**src/sv/fmbq_pkg.sv**
```systemverilog
`default_nettype none
// ----------------------------------------------------------------------------
// fmbq_pkg: shared types and constants for the front/middle/back queue
// Transaction formats, opcode and status codes, and derived widths.
// ----------------------------------------------------------------------------
package fmbq_pkg;

    // Queue capacity and derived widths
    localparam int DEPTH  = 64;
    localparam int IDX_W  = (DEPTH > 1) ? $clog2(DEPTH) : 1;
    localparam int CNT_W  = $clog2(DEPTH + 1);
    localparam int DATA_W = 32;
    localparam int ECNT_W = 7;

    // Opcodes
    localparam logic [2:0] OP_PUSH_FRONT  = 3'd0;
    localparam logic [2:0] OP_PUSH_MIDDLE = 3'd1;
    localparam logic [2:0] OP_PUSH_BACK   = 3'd2;
    localparam logic [2:0] OP_POP_FRONT   = 3'd3;
    localparam logic [2:0] OP_POP_MIDDLE  = 3'd4;
    localparam logic [2:0] OP_POP_BACK    = 3'd5;

    // Status codes
    localparam logic [1:0] ST_OK    = 2'd0;
    localparam logic [1:0] ST_EMPTY = 2'd1;
    localparam logic [1:0] ST_FULL  = 2'd2;

    // Value returned by a pop on an empty queue
    localparam logic signed [DATA_W-1:0] EMPTY_VALUE = -32'sd1;

    // Request transaction
    typedef struct packed {
        logic [2:0]               opcode;
        logic signed [DATA_W-1:0] push_value;
    } req_t;

    // Response transaction
    typedef struct packed {
        logic signed [DATA_W-1:0] pop_value;
        logic [1:0]               status;
        logic [ECNT_W-1:0]        entry_count;
    } rsp_t;

    // Decoded operation, from the controller to the cell row
    typedef struct packed {
        logic             ins;
        logic             rem;
        logic [IDX_W-1:0] pos;
        logic [1:0]       status;
        logic [CNT_W-1:0] cnt_next;
    } op_ctrl_t;

    // Per-cell controls
    typedef struct packed {
        logic load;
        logic take_left;
        logic take_right;
        logic rd_sel;
    } cell_ctrl_t;

endpackage : fmbq_pkg
`default_nettype wire

```
**src/sv/fmbq_cell.sv**
```systemverilog
`default_nettype none
// ----------------------------------------------------------------------------
// fmbq_cell: one queue slot
// Holds one word; loads a new word, shifts from a neighbor or holds, and
// drives its word onto the read bus when selected.
// ----------------------------------------------------------------------------
module fmbq_cell (
    input  wire logic                              clk,
    input  wire fmbq_pkg::cell_ctrl_t              ctrl,
    input  wire logic signed [fmbq_pkg::DATA_W-1:0] new_word,
    input  wire logic signed [fmbq_pkg::DATA_W-1:0] left_word,
    input  wire logic signed [fmbq_pkg::DATA_W-1:0] right_word,
    output logic signed [fmbq_pkg::DATA_W-1:0]      word,
    output logic signed [fmbq_pkg::DATA_W-1:0]      rd_word
);
    import fmbq_pkg::*;

    logic signed [DATA_W-1:0] word_reg;
    logic signed [DATA_W-1:0] word_next;

    // Next word: insert, shift toward back, shift toward front, or hold
    always_comb
    begin
        word_next = word_reg;
        if (ctrl.load)
        begin
            word_next = new_word;
        end
        else if (ctrl.take_left)
        begin
            word_next = left_word;
        end
        else if (ctrl.take_right)
        begin
            word_next = right_word;
        end
    end

    // Payload storage, no reset
    always_ff @(posedge clk)
    begin
        word_reg <= word_next;
    end

    assign word    = word_reg;
    assign rd_word = ctrl.rd_sel ? word_reg : '0;

endmodule : fmbq_cell
`default_nettype wire

```
**config.mk**
```make
export PLATFORM = sky130hd
export DESIGN_NAME = fmbq_cell
export DESIGN_NICKNAME = d
export VERILOG_FILES = /design/src/sv/fmbq_pkg.sv /design/src/sv/fmbq_cell.sv
export SDC_FILE = /design/constraint.sdc
export NUM_CORES = 1
export LEC_CHECK = 0
export BUFFER_PORTS_ARGS = -buffer_cell sky130_fd_sc_hd__buf_2
export CAP_MARGIN = 20
export CORE_ASPECT_RATIO = 0.5
export CORE_MARGIN = 5
export CORE_UTILIZATION = 40
export CTS_CLUSTER_DIAMETER = 150
export DETAILED_ROUTE_END_ITERATION = 6
export PLACE_DENSITY = 0.84
export SETUP_SLACK_MARGIN = 0.4
export SLEW_MARGIN = 40
export SYNTH_ARGS = -nofsm -noshare
export SYNTH_HDL_FRONTEND = slang
export SYNTH_SLANG_ARGS = --single-unit
```
**constraint.sdc**
```tcl
create_clock -name clk -period 4.7 [get_ports clk]
set_clock_uncertainty 0.2 [all_clocks]
set_input_delay 0.94 -clock clk [delete_from_list [all_inputs] [get_ports clk]]
set_output_delay 0.94 -clock clk [all_outputs]
set_load 0.05 [all_outputs]
```
==> metrics.md <==
| Metric | Value |
|---|---|
| Run status | `complete, no violations` |
| Total global routing overflow | `0` |
| H-tree level count | `2` |
| Global routing usage on met1 | `0.165` |
| DR iter-0 viols | `65` |
| Synth Area in XOR/XNOR | `0` |
| DRT Pass-1 Iters | `4` |
| Grt met2 use | `0.350` |
| Number of hold buffers added after cts | `0` |
| Largest family of logic cells by synthesized area | `simple AND/OR/NAND/NOR gates` |
| Core area | `about 0.0045 mm²` |
| Initial Util | `0.422` |
| GR peak layer | `met2` |
| TritonCTS Buffers | `5` |
| Placed Area | `about 0.0027 mm²` |
| GRT Total Usage | `0.171` |
| Mean post-synth cell area | `10.8 µm²` |
| Synth Register Bits | `32` |
| Max rail drop VDD | `~0.14 mV` |
| Simple-gate area share of the yosys netlist | `0.173` |
| Final worst setup slack | `1790 ps` |
| Fmax | `344 MHz` |
| Post-layout util | `0.617` |
| Mapped Nets | `276` |
| Unique masters post-synth | `11` |
| CP Launch Type | `input port` |
| Routed vias/inst | `4.69` |
| Commonest non-fill, non-tap cell in the layout | `buf_2` |
| Total Wirelength | `5.49 mm` |
| CTS tree | `done` |
| Worst rel slew slack | `0.625` |
| Largest net degree at the start of global routing | `66` |
| Synthesis-to-layout area growth | `46.2%` |
| Synth warn | `0` |
| Setup CP Type | `in -> out` |
| Leakage | `1.46 nW` |
| Post-DP HPWL | `4.45 mm` |
| Final Cell Area | `roughly 0.0028 mm²` |
| Root Buffer | `clkbuf_8` |
| Pwr/cell area | `approximately 340 mW/mm²` |
| Clock sinks | `32` |
| Layout Nets | `434` |
| Met3 Use GR | `0.0405` |
| Die area | `~0.0063 mm²` |
| Multiplexer share of the synthesized area | `0.170` |
| Clock transition at path regs | `70 ps` |
| Worst slew pin tran | `around 560 ps` |
| Setup_tns | `0 ps` |
| Port buffer count | `approximately 160` |
| Mapped Cells | `roughly 180` |
| Worst stage delay on the critical path | `350 ps` |
| Post-route ant nets | `0` |
| Via count | `~1,800` |
| Fin crit period | `about 2900 ps` |
| Most frequent cells in the layout | `buf_2, mux2i_1, nand2_1, and2_1, edfxtp_1` |
| Wirelength per Cell | `14.0 µm` |
| Pwr Total | `0.931 mW` |
| CP Cell Sequence | `buf_2 > and2_1 > buf_2` |
| Crit. End Element | `output pin` |
| Die Span X | `107 µm` |
| Slew Limit Fails | `0` |
| Most frequent cell on the critical path | `buf_2` |
| # setup viols final | `0` |
| # diodes | `0` |
| Sequential fraction of the synthesis area | `0.510` |
| GPL Wtd Cong | `approximately 0.9` |
| Total I/O pin count | `165` |
| DR DRC count | `0` |
| WP buf/inv | `2` |
| First-pass GRT wire length | `8.42 mm` |
| Die height | `approximately 59 µm` |
| Fin. Hold Viols | `0` |
| Vias in the first global route | `1,973` |
| Crit share post-route | `0.619` |
| Row cnt | `17` |
| Max-Cap Viols | `0` |
| Post_cts resized | `0` |
| Crit path DAT | `between 1500 and 2000 ps` |
| Initial antenna violation count | `0` |
| Cell Area, Synth | `0.00188 mm²` |
| Clock Tree Buf Depth | `2` |
| Crit-path max FO | `32` |
| Post-CTS setup buffers | `0` |
| Synth Area in Adders | `0` |
| Delay-heaviest family, CP | `buffers and inverters` |
| Share of cells above drive strength 1 | `0.515` |
| Unrepaired setup endpoints after global routing | `no` |
| WP data required | `approximately 3600 ps` |
| Slowest-stage cell, CP | `buf_2` |
| Worst min path class | `in -> reg` |
| Number of flip-flops in the largest register | `32` |
| Post-synthesis compound-gate area fraction | `0.0850` |
| Worst slack, placed | `1770 ps` |
[final cells by class]
class                      count  area [µm²]
fill                         391        1710
sequential                    32         961
timing repair buffer         165         833
multi-input combinational    129         807
tap                           57        71.3
clock buffer                   5        68.8
clock inverter                 3        13.8
[where the power goes]
part	switching, mW	internal, mW	leakage [nW]	total (mW)
combinational	0.268	0.0986	1.08	0.367
clock	0.0975	0.100	0.0453	0.198
sequential	0.0136	0.353	0.338	0.366
total	0.380	0.552	1.46	0.931
[cell families after synthesis]
| logic type | after synthesis |
|---|---|
| buffers and inverters | 14 |
| flip-flops | 32 |
| AO/OA/AOI/OAI | 32 |
| AND/OR/NAND/NOR | 65 |
| multiplexers | 32 |
[metrics by stage]
step / instances / hold slack [ps]
floorplan: 175 / 931
global placement: 383 / 1020
detailed placement: 383 / 1030
CTS: 391 / 731
global route: 391 / 741
finish: 391 / 741
[routing by layer]
metal | part of all wire | vias up
met3 | 0.054 | 12
met2 | 0.58 | 57
met1 | 0.34 | 836
met5 | 0 | -
met4 | 0.022 | 0
li1 | - | 928
[path summary, 6_finish.rpt]
kind / slack, ps / cells after the start / start / end
setup / recovery: 1790 / 3 / ctrl[0] / rd_word[30]
hold / removal: 740 / 3 / new_word[27] / word[27]$_DFFE_PP_
[cell usage after synthesis, drive strengths merged]
master | instances | area [µm²]
and2 | 32 | 200
mux2i | 32 | 320
clkbuf | 4 | 15.0
or3 | 1 | 6.26
edfxtp | 32 | 961
nand2 | 32 | 120
o21ai | 32 | 160
buf | 10 | 101
No activity file was read; power rests on OpenSTA's default activity.
