[src/sv/fmbq_pkg.sv]
`default_nettype none
// ----------------------------------------------------------------------------
// fmbq_pkg: shared types and constants for the front/middle/back queue
// Transaction formats, opcode and status codes, and derived widths.
// ----------------------------------------------------------------------------
package fmbq_pkg;

    // Queue capacity and derived widths
    localparam int DEPTH  = 64;
    localparam int IDX_W  = (DEPTH > 1) ? $clog2(DEPTH) : 1;
    localparam int CNT_W  = $clog2(DEPTH + 1);
    localparam int DATA_W = 32;
    localparam int ECNT_W = 7;

    // Opcodes
    localparam logic [2:0] OP_PUSH_FRONT  = 3'd0;
    localparam logic [2:0] OP_PUSH_MIDDLE = 3'd1;
    localparam logic [2:0] OP_PUSH_BACK   = 3'd2;
    localparam logic [2:0] OP_POP_FRONT   = 3'd3;
    localparam logic [2:0] OP_POP_MIDDLE  = 3'd4;
    localparam logic [2:0] OP_POP_BACK    = 3'd5;

    // Status codes
    localparam logic [1:0] ST_OK    = 2'd0;
    localparam logic [1:0] ST_EMPTY = 2'd1;
    localparam logic [1:0] ST_FULL  = 2'd2;

    // Value returned by a pop on an empty queue
    localparam logic signed [DATA_W-1:0] EMPTY_VALUE = -32'sd1;

    // Request transaction
    typedef struct packed {
        logic [2:0]               opcode;
        logic signed [DATA_W-1:0] push_value;
    } req_t;

    // Response transaction
    typedef struct packed {
        logic signed [DATA_W-1:0] pop_value;
        logic [1:0]               status;
        logic [ECNT_W-1:0]        entry_count;
    } rsp_t;

    // Decoded operation, from the controller to the cell row
    typedef struct packed {
        logic             ins;
        logic             rem;
        logic [IDX_W-1:0] pos;
        logic [1:0]       status;
        logic [CNT_W-1:0] cnt_next;
    } op_ctrl_t;

    // Per-cell controls
    typedef struct packed {
        logic load;
        logic take_left;
        logic take_right;
        logic rd_sel;
    } cell_ctrl_t;

endpackage : fmbq_pkg
`default_nettype wire

[src/sv/fmbq_ctrl.sv]
`default_nettype none
// ----------------------------------------------------------------------------
// fmbq_ctrl: operation decoder
// Turns opcode and occupancy into insert/remove position, status and the
// next occupancy.
// ----------------------------------------------------------------------------
module fmbq_ctrl (
    input  wire logic [2:0]                 opcode,
    input  wire logic [fmbq_pkg::CNT_W-1:0] cnt,
    output fmbq_pkg::op_ctrl_t              op
);
    import fmbq_pkg::*;

    logic             full;
    logic             empty;
    logic [CNT_W-1:0] cnt_m1;

    assign full   = (cnt == CNT_W'(DEPTH));
    assign empty  = (cnt == '0);
    assign cnt_m1 = cnt - CNT_W'(1);

    // Decode
    always_comb
    begin
        op          = '0;
        op.status   = ST_OK;
        op.cnt_next = cnt;
        unique case (opcode) inside
            OP_PUSH_FRONT, OP_PUSH_MIDDLE, OP_PUSH_BACK:
            begin
                if (full)
                begin
                    op.status = ST_FULL;
                end
                else
                begin
                    op.ins      = 1'b1;
                    op.cnt_next = cnt + CNT_W'(1);
                    if (opcode == OP_PUSH_FRONT)
                        op.pos = '0;
                    else if (opcode == OP_PUSH_MIDDLE)
                        op.pos = IDX_W'(cnt >> 1);
                    else
                        op.pos = IDX_W'(cnt);
                end
            end
            OP_POP_FRONT, OP_POP_MIDDLE, OP_POP_BACK:
            begin
                if (empty)
                begin
                    op.status = ST_EMPTY;
                end
                else
                begin
                    op.rem      = 1'b1;
                    op.cnt_next = cnt_m1;
                    if (opcode == OP_POP_FRONT)
                        op.pos = '0;
                    else if (opcode == OP_POP_MIDDLE)
                        op.pos = IDX_W'(cnt_m1 >> 1);
                    else
                        op.pos = IDX_W'(cnt_m1);
                end
            end
            default:
            begin
                // unused opcodes leave the queue alone
                op.status = ST_OK;
            end
        endcase
    end

endmodule : fmbq_ctrl
`default_nettype wire

[config.mk]
export PLATFORM = sky130hd
export DESIGN_NAME = fmbq_ctrl
export DESIGN_NICKNAME = d
export VERILOG_FILES = /design/src/sv/fmbq_pkg.sv /design/src/sv/fmbq_ctrl.sv
export SDC_FILE = /design/constraint.sdc
export NUM_CORES = 1
export LEC_CHECK = 0
export BUFFER_PORTS_ARGS = -buffer_cell sky130_fd_sc_hd__buf_2
export CAP_MARGIN = 20
export CORE_MARGIN = 2
export CORE_UTILIZATION = 52
export DETAILED_ROUTE_END_ITERATION = 16
export PLACE_DENSITY = 0.89
export RECOVER_POWER = 100
export SLEW_MARGIN = 30
export SYNTH_ARGS = -nofsm -noshare
export SYNTH_HDL_FRONTEND = slang
export SYNTH_SLANG_ARGS = --single-unit
[constraint.sdc]
create_clock -name vclk -period 2.5
set_clock_uncertainty 0.15 [all_clocks]
set_input_delay 0.375 -clock vclk [all_inputs]
set_output_delay 0.375 -clock vclk [all_outputs]
set_load 0.02 [all_outputs]
==> flow_summary.toml, run 1 <==
[outcome]
status = "finished clean"

[synthesis]
synth-seq-area-share_pct = 0
syn-num-nets = 125
synth_top_area_share_pct = 6.545
synth_area_um2 = 688.2
synth_top_cell_by_area = "nor2_1"
post_synth_inst_count = 112
netlist_top_cells_area = "nor2_1 6.5%, a31oi_1 6.4%, ha_1 5.5%"
yosysWarnings = 0
syn-mean-instance-area_um2 = 6.144
ys_types = 39

[place]
gp_congestion = 0.8784
pre_cts_slack_ns = 0.01952
dp_hpwl_mm = 1.771
numPortBuffers = 27
dp_cells = 154

[route]
drt-vias-per-instance = 6.584
drt-initial-drc-count = 41
drtAntennaViolNets = 0
dr.pass1.iters = 4
wl_mm = 2.291
vias = 1014
wl_per_cell_um = 14.88
drc = 0

[floorplanning]
core.rowCount = 13
die_x_um = 40.38
ioPinCount = 27
start_util_pct = 54.24
core_mm2 = 0.001269
die-area_mm2 = 0.001631
die_height_um = 40.38

[sta]
finalHoldViolations = 0
tightest_slew_ns = 0.5685
layout_min_cycle_time_ns = 2.406
drv_slew = 0
max_clock_freq_mhz = 415.5
setup_viol = 0
post-route-period-util_pct = 96.26
slew_headroom_pct = 61.96
fin_ws_ns = 0.09353
hold_ws_ns = 0.9657
setup_tns_ns = 0
rsz0062_at_grt = "no"

[finish]
numSequentialCells = 0
drive_gt1_share_pct = 25.18
final_cell_count_no_fill = 154
area_growth_pct = 26.18
clockBufferCount = 0
utilization_pct = 68.44
seq_area_um2 = 0
n_fill_cell = 110
fin_nets = 154
multi_input_area_um2 = 621.8
diodes = 0

[power_and_ir_drop]
p_leak_nw = 0.3946
p_switching_mw = 0.1228
p_int_mw = 0.07361
power_frac_comb_pct = 100.0
peakVddDrop_mv = 0.1150
powerDensity_mw_per_mm2 = 226.2
p_seq_share_pct = 0
switching_share_pct = 62.52
p_clk_share_pct = 0

[setup_path]
critPathArrivalTime_ns = 1.88
path_max_fanout = 8
worstSetupStartpointType = "input port"
critPathTopFamily = "compound AO/OA/AOI/OAI gates"
end_kind = "output port"
cp_slowest_cell = "a221o_1"
crit_chain = "buf_2 -> inv_1 -> ha_1 -> and3b_1 -> a21o_4 -> inv_1 -> a221o_1 -> o21a_1 -> buf_2"
cp_num_buf_inv = 4
cp_slowest_stage_delay_ns = 0.33
worstPathRequired_ns = 1.98
worstSetupPathType = "in -> out"

[grt]
grt_pass1_vias = 781
gr-total-overflow = 0
antenna_found_initial = 0
grt_first_pass_wirelength_mm = 3.394
grt_max_degree = 15
track_usage_pct = 29.28

[worst_hold_path]
hp-class = "in -> out"

[clock_tree]
post_cts_buffers = 0
cts_hold_buf = 0

[flow_run]
maxCapViolCount = 0
[power by group through the flow]
stage	Sequential [mW]	Clock, mW	Combinational, mW
5_1_grt	0	0	0.214
3_3_place_gp	0	0	0.185
6_report	0	0	0.196
4_1_cts	0	0	0.192
3_5_place_dp	0	0	0.192
2_1_floorplan	0	0	0.133
[through the flow]
stage | power [mW] | area (um^2)
2_1_floorplan | 0.1327 | 688.2
3_5_place_dp | 0.1916 | 865.8
6_report | 0.1964 | 868.3
3_3_place_gp | 0.1852 | 865.8
4_1_cts | 0.1924 | 865.8
5_1_grt | 0.2140 | 868.3
[worst min-delay path, stage by stage]
cell and delay, ns:
buf_2 0.13, xnor2_1 0.08, buf_2 0.16
[cell usage after synthesis, drive strengths merged]
cell and instances:
nor2 12, inv 10, nand2 9, a31oi 7
a21oi 6, clkbuf 6, o21ai 5, nor3 4
o22ai 4, buf 3, ha 3, nor2b 3
nor3b 3, o21a 3, o32ai 3, xnor2 3
a21o 2, a221o 2, a221oi 2, and3 2
and3b 2, nand3 2, o31ai 2, or3 2
a32oi 1, and4 1, mux2i 1, nand3b 1
nand4 1, nor4 1, o211ai 1, o21bai 1
o221a 1, o2bb2ai 1, o31a 1, xor2 1
[layout make-up]
class / count / area share (%)
timing repair buffer: 36 / 21.90
multi-input combinational: 93 / 71.61
inverter: 10 / 4.323
tap: 15 / 2.161
[kinds of logic after synthesis]
family	synth area share, %
AO/OA/AOI/OAI	42.55
multiplexers	1.455
buffers and inverters	11.82
adder cells (fa/ha/maj)	5.455
AND/OR/NAND/NOR	33.64
XOR/XNOR	5.092
[per-layer routing]
metal / routed length [um] / vias to the layer above / GRT usage (%)
met4: 19 / 0 / 2.500
met1: 935 / 473 / 41.99
met2: 1130 / 58 / 49.60
li1: - / 479 / -
met5: 0 / - / 0
met3: 205 / 4 / 0.5556
[path summary, 6_finish.rpt]
path,start,to,slack [ns],depth (start not counted)
hold / removal,cnt[0],op[0],0.97,3
setup / recovery,cnt[0],op[5],0.09,9
[cell usage in the layout, fill, tap and decap left out, drive strengths merged, types with 3 or more instances in the layout]
| cell type | count |
|---|---|
| o21a | 3 |
| nor2b | 3 |
| nor2 | 12 |
| o22ai | 4 |
| a31oi | 7 |
| a21oi | 6 |
| buf | 26 |
| nand2 | 9 |
| nor3 | 4 |
| o21ai | 5 |
| inv | 10 |
| xnor2 | 3 |
| clkbuf | 10 |
| ha | 3 |
| nor3b | 3 |
| o32ai | 3 |
[repair_timing]
item / 4_1_cts / 5_1_grt
resized for setup: 0 / 5
setup endpoints to repair: 0 / 7
hold endpoints to repair: 0 / 0
(Power assumes the default switching activity.)
==> run 2, diff against run 1 <==
CORE_UTILIZATION = 47   (was 52)
PLACE_DENSITY = 0.85   (was 0.89)
clock period = 2 ns   (was 2.5 ns; I/O delays follow)
==> flow_summary.toml, run 2 <==
[outcome]
status = "stopped before the end"
lastStage = "clock tree synthesis"
error = "[ERROR DPL-0038] Utilization greater than 100%, impossible to legalize"

[synthesis]
netlist_top_cells_area = "nor2_1 6.5%, a31oi_1 6.4%, ha_1 5.5%"
synth-seq-area-share_pct = 0
synth_top_area_share_pct = 6.545
synth_top_cell_by_area = "nor2_1"
syn-num-nets = 125
synth_area_um2 = 688.2
ys_types = 39
post-synth-top-count-cell = "nor2_1"
post_synth_inst_count = 112
yosysWarnings = 0
ys_top_cells_by_count = "12 x nor2_1, 10 x inv_1, 9 x nand2_1"
syn-mean-instance-area_um2 = 6.144

[place]
dp_cells = 179
numPortBuffers = 27
gp_congestion = 0.8741
dp_hpwl_mm = 2.253

[floorplanning]
die_height_um = 42.27
ioPinCount = 27
start_util_pct = 51.59
die_x_um = 42.27
core.rowCount = 13

[clock_tree]
cts_resized = 47
post_cts_buffers = 7
cts_hold_buf = 0
run 2: cell counts after synthesis:
No cell type changed its count.
run 2: cells by family after synthesis:
group           Yosys count  synth area share (%)
compound gates           42                 42.55
xor+xnor                  4                 5.092
fa+ha+maj                 3                 5.455
buf+inv                  19                 11.82
mux                       1                 1.455
simple gates             43                 33.64
run 2: stage by stage:
stage | util, % | setup slack [ns] | hold slack, ns | area [um^2]
3_3_place_gp | 83.68 | -0.2498 | 0.8500 | 1116
3_5_place_dp | 83.68 | -0.2612 | 0.8567 | 1116
2_1_floorplan | - | -0.08431 | 0.5492 | 750.7
==> run 3, diff against run 2 <==
CORE_AREA = 2 2 63 65   (was default)
CORE_MARGIN = default   (was 2)
CORE_UTILIZATION = default   (was 47)
DIE_AREA = 0 0 65 67   (was default)
PLACE_DENSITY = default   (was 0.85)
PLACE_DENSITY_LB_ADDON = 0.15   (was default)
clock period = 2.6 ns   (was 2 ns; I/O delays follow)
==> flow_summary.toml, run 3 (same netlist as run 1, synthesis figures left out) <==
[finish]
finish.instance_area_um2 = 929.6
layout_commonest_cell = "buf_2"
mostFrequentLayoutCells = "15 x buf_2, 12 x nor2_1, 10 x inv_1, 10 x buf_4, 8 x nand2_1"
multi_input_area_um2 = 629.4
seq_area_um2 = 0
numSequentialCells = 0
area_growth_pct = 35.09
diodes = 0
drive_gt1_share_pct = 27.14
clockBufferCount = 0
n_fill_cell = 415
fin_nets = 155

[route]
drt-vias-per-instance = 4.989
drt-initial-drc-count = 62
wl_mm = 2.461
vias = 938
drc = 0
dr.pass1.iters = 4
wl_per_cell_um = 13.09
drtAntennaViolNets = 0

[power_and_ir_drop]
total_power_mw = 0.1907
powerDensity_mw_per_mm2 = 205.2
switching_share_pct = 62.30
peakVddDrop_mv = 0.05269
power_frac_comb_pct = 100.0
p_seq_share_pct = 0
p_int_mw = 0.07191
p_switching_mw = 0.1188
p_leak_nw = 0.4140
p_clk_share_pct = 0

[floorplanning]
die_x_um = 65
core.rowCount = 22
ioPinCount = 27
core_mm2 = 0.003606
start_util_pct = 19.08
die-area_mm2 = 0.004355
die_height_um = 67

[place]
gp_congestion = 0.7394
numPortBuffers = 27
pre_cts_slack_ns = 0.06401
dp_hpwl_mm = 1.970
dpl-instance-area_um2 = 914.6

[setup_path]
end_kind = "output port"
worstSetupStartpointType = "input port"
path_max_fanout = 7
critPathArrivalTime_ns = 1.91
worstPathRequired_ns = 2.06
worstSetupPathType = "in -> out"

[sta]
tightest_slew_ns = 0.3249
slew_headroom_pct = 78.14
finalHoldViolations = 0
setup_viol = 0
drv_slew = 0
fin_ws_ns = 0.1543
setup_tns_ns = 0
max_clock_freq_mhz = 408.9
layout_min_cycle_time_ns = 2.446
post-route-period-util_pct = 94.07
rsz0062_at_grt = "no"

[grt]
track_usage_pct = 11.83
antenna_found_initial = 0
grt_pass1_vias = 877
gr-total-overflow = 0
grt_first_pass_wirelength_mm = 4.257
grt_max_degree = 14

[flow_run]
maxCapViolCount = 0

[worst_hold_path]
hold_end = "op[0]"
hold_path.startpoint = "cnt[0]"
worstHoldPathCells = 3
hp-class = "in -> out"

[outcome]
status = "finished clean"

[clock_tree]
cts_hold_buf = 0
run 3: power groups by stage:
stage | Combinational [mW] | Clock, mW | Sequential, mW
floorplan | 0.128 | 0 | 0
global placement | 0.189 | 0 | 0
detailed placement | 0.189 | 0 | 0
CTS | 0.190 | 0 | 0
global route | 0.212 | 0 | 0
finish | 0.191 | 0 | 0
run 3: layer usage:
metal	part of all wire [%]	GRT usage, %
met5	0	0
met4	0	0
met3	2.4	0.1689
met2	47	20.49
met1	51	17.30
run 3: final cells by class:
cell class | instances | share of cell area [%]
multi-input combinational | 93 | 67.70
tap | 48 | 6.460
timing repair buffer | 37 | 21.80
inverter | 10 | 4.038
run 3: stage by stage:
step	hold slack, ns	cells	utilization, %
after floorplan	0.7724	112	-
after global placement	0.9958	188	25.36
after detailed placement	0.9988	188	25.36
after CTS	0.9996	188	25.36
after global routing	1.032	188	25.78
final	1.001	188	25.78
run 3: worst max-delay path by stage:
| stage | start | endpoint | slack (ns) | cells after the start |
|---|---|---|---|---|
| after global placement | cnt[2] | op[5] | 0.02 | 7 |
| after detailed placement | cnt[0] | op[13] | 0.06 | 9 |
| after global routing | cnt[0] | op[5] | 0.004 | 9 |
| final | cnt[0] | op[5] | 0.15 | 9 |
| after CTS | cnt[2] | op[5] | 0.04 | 7 |
| after floorplan | cnt[0] | op[5] | 0.22 | 7 |
run 3: critical path, cell delays in order:
cell and delay [ns]:
buf_2 0.14, inv_1 0.08, ha_1 0.16, nor3b_2 0.20, o2bb2ai_1 0.18, inv_1 0.18
a221o_1 0.34, o21a_1 0.10, buf_2 0.15
run 3: what timing repair did:
action                     4_1_cts  5_1_grt
buffers inserted                 0        0
gates resized for setup          0        5
setup endpoints to repair        0        6
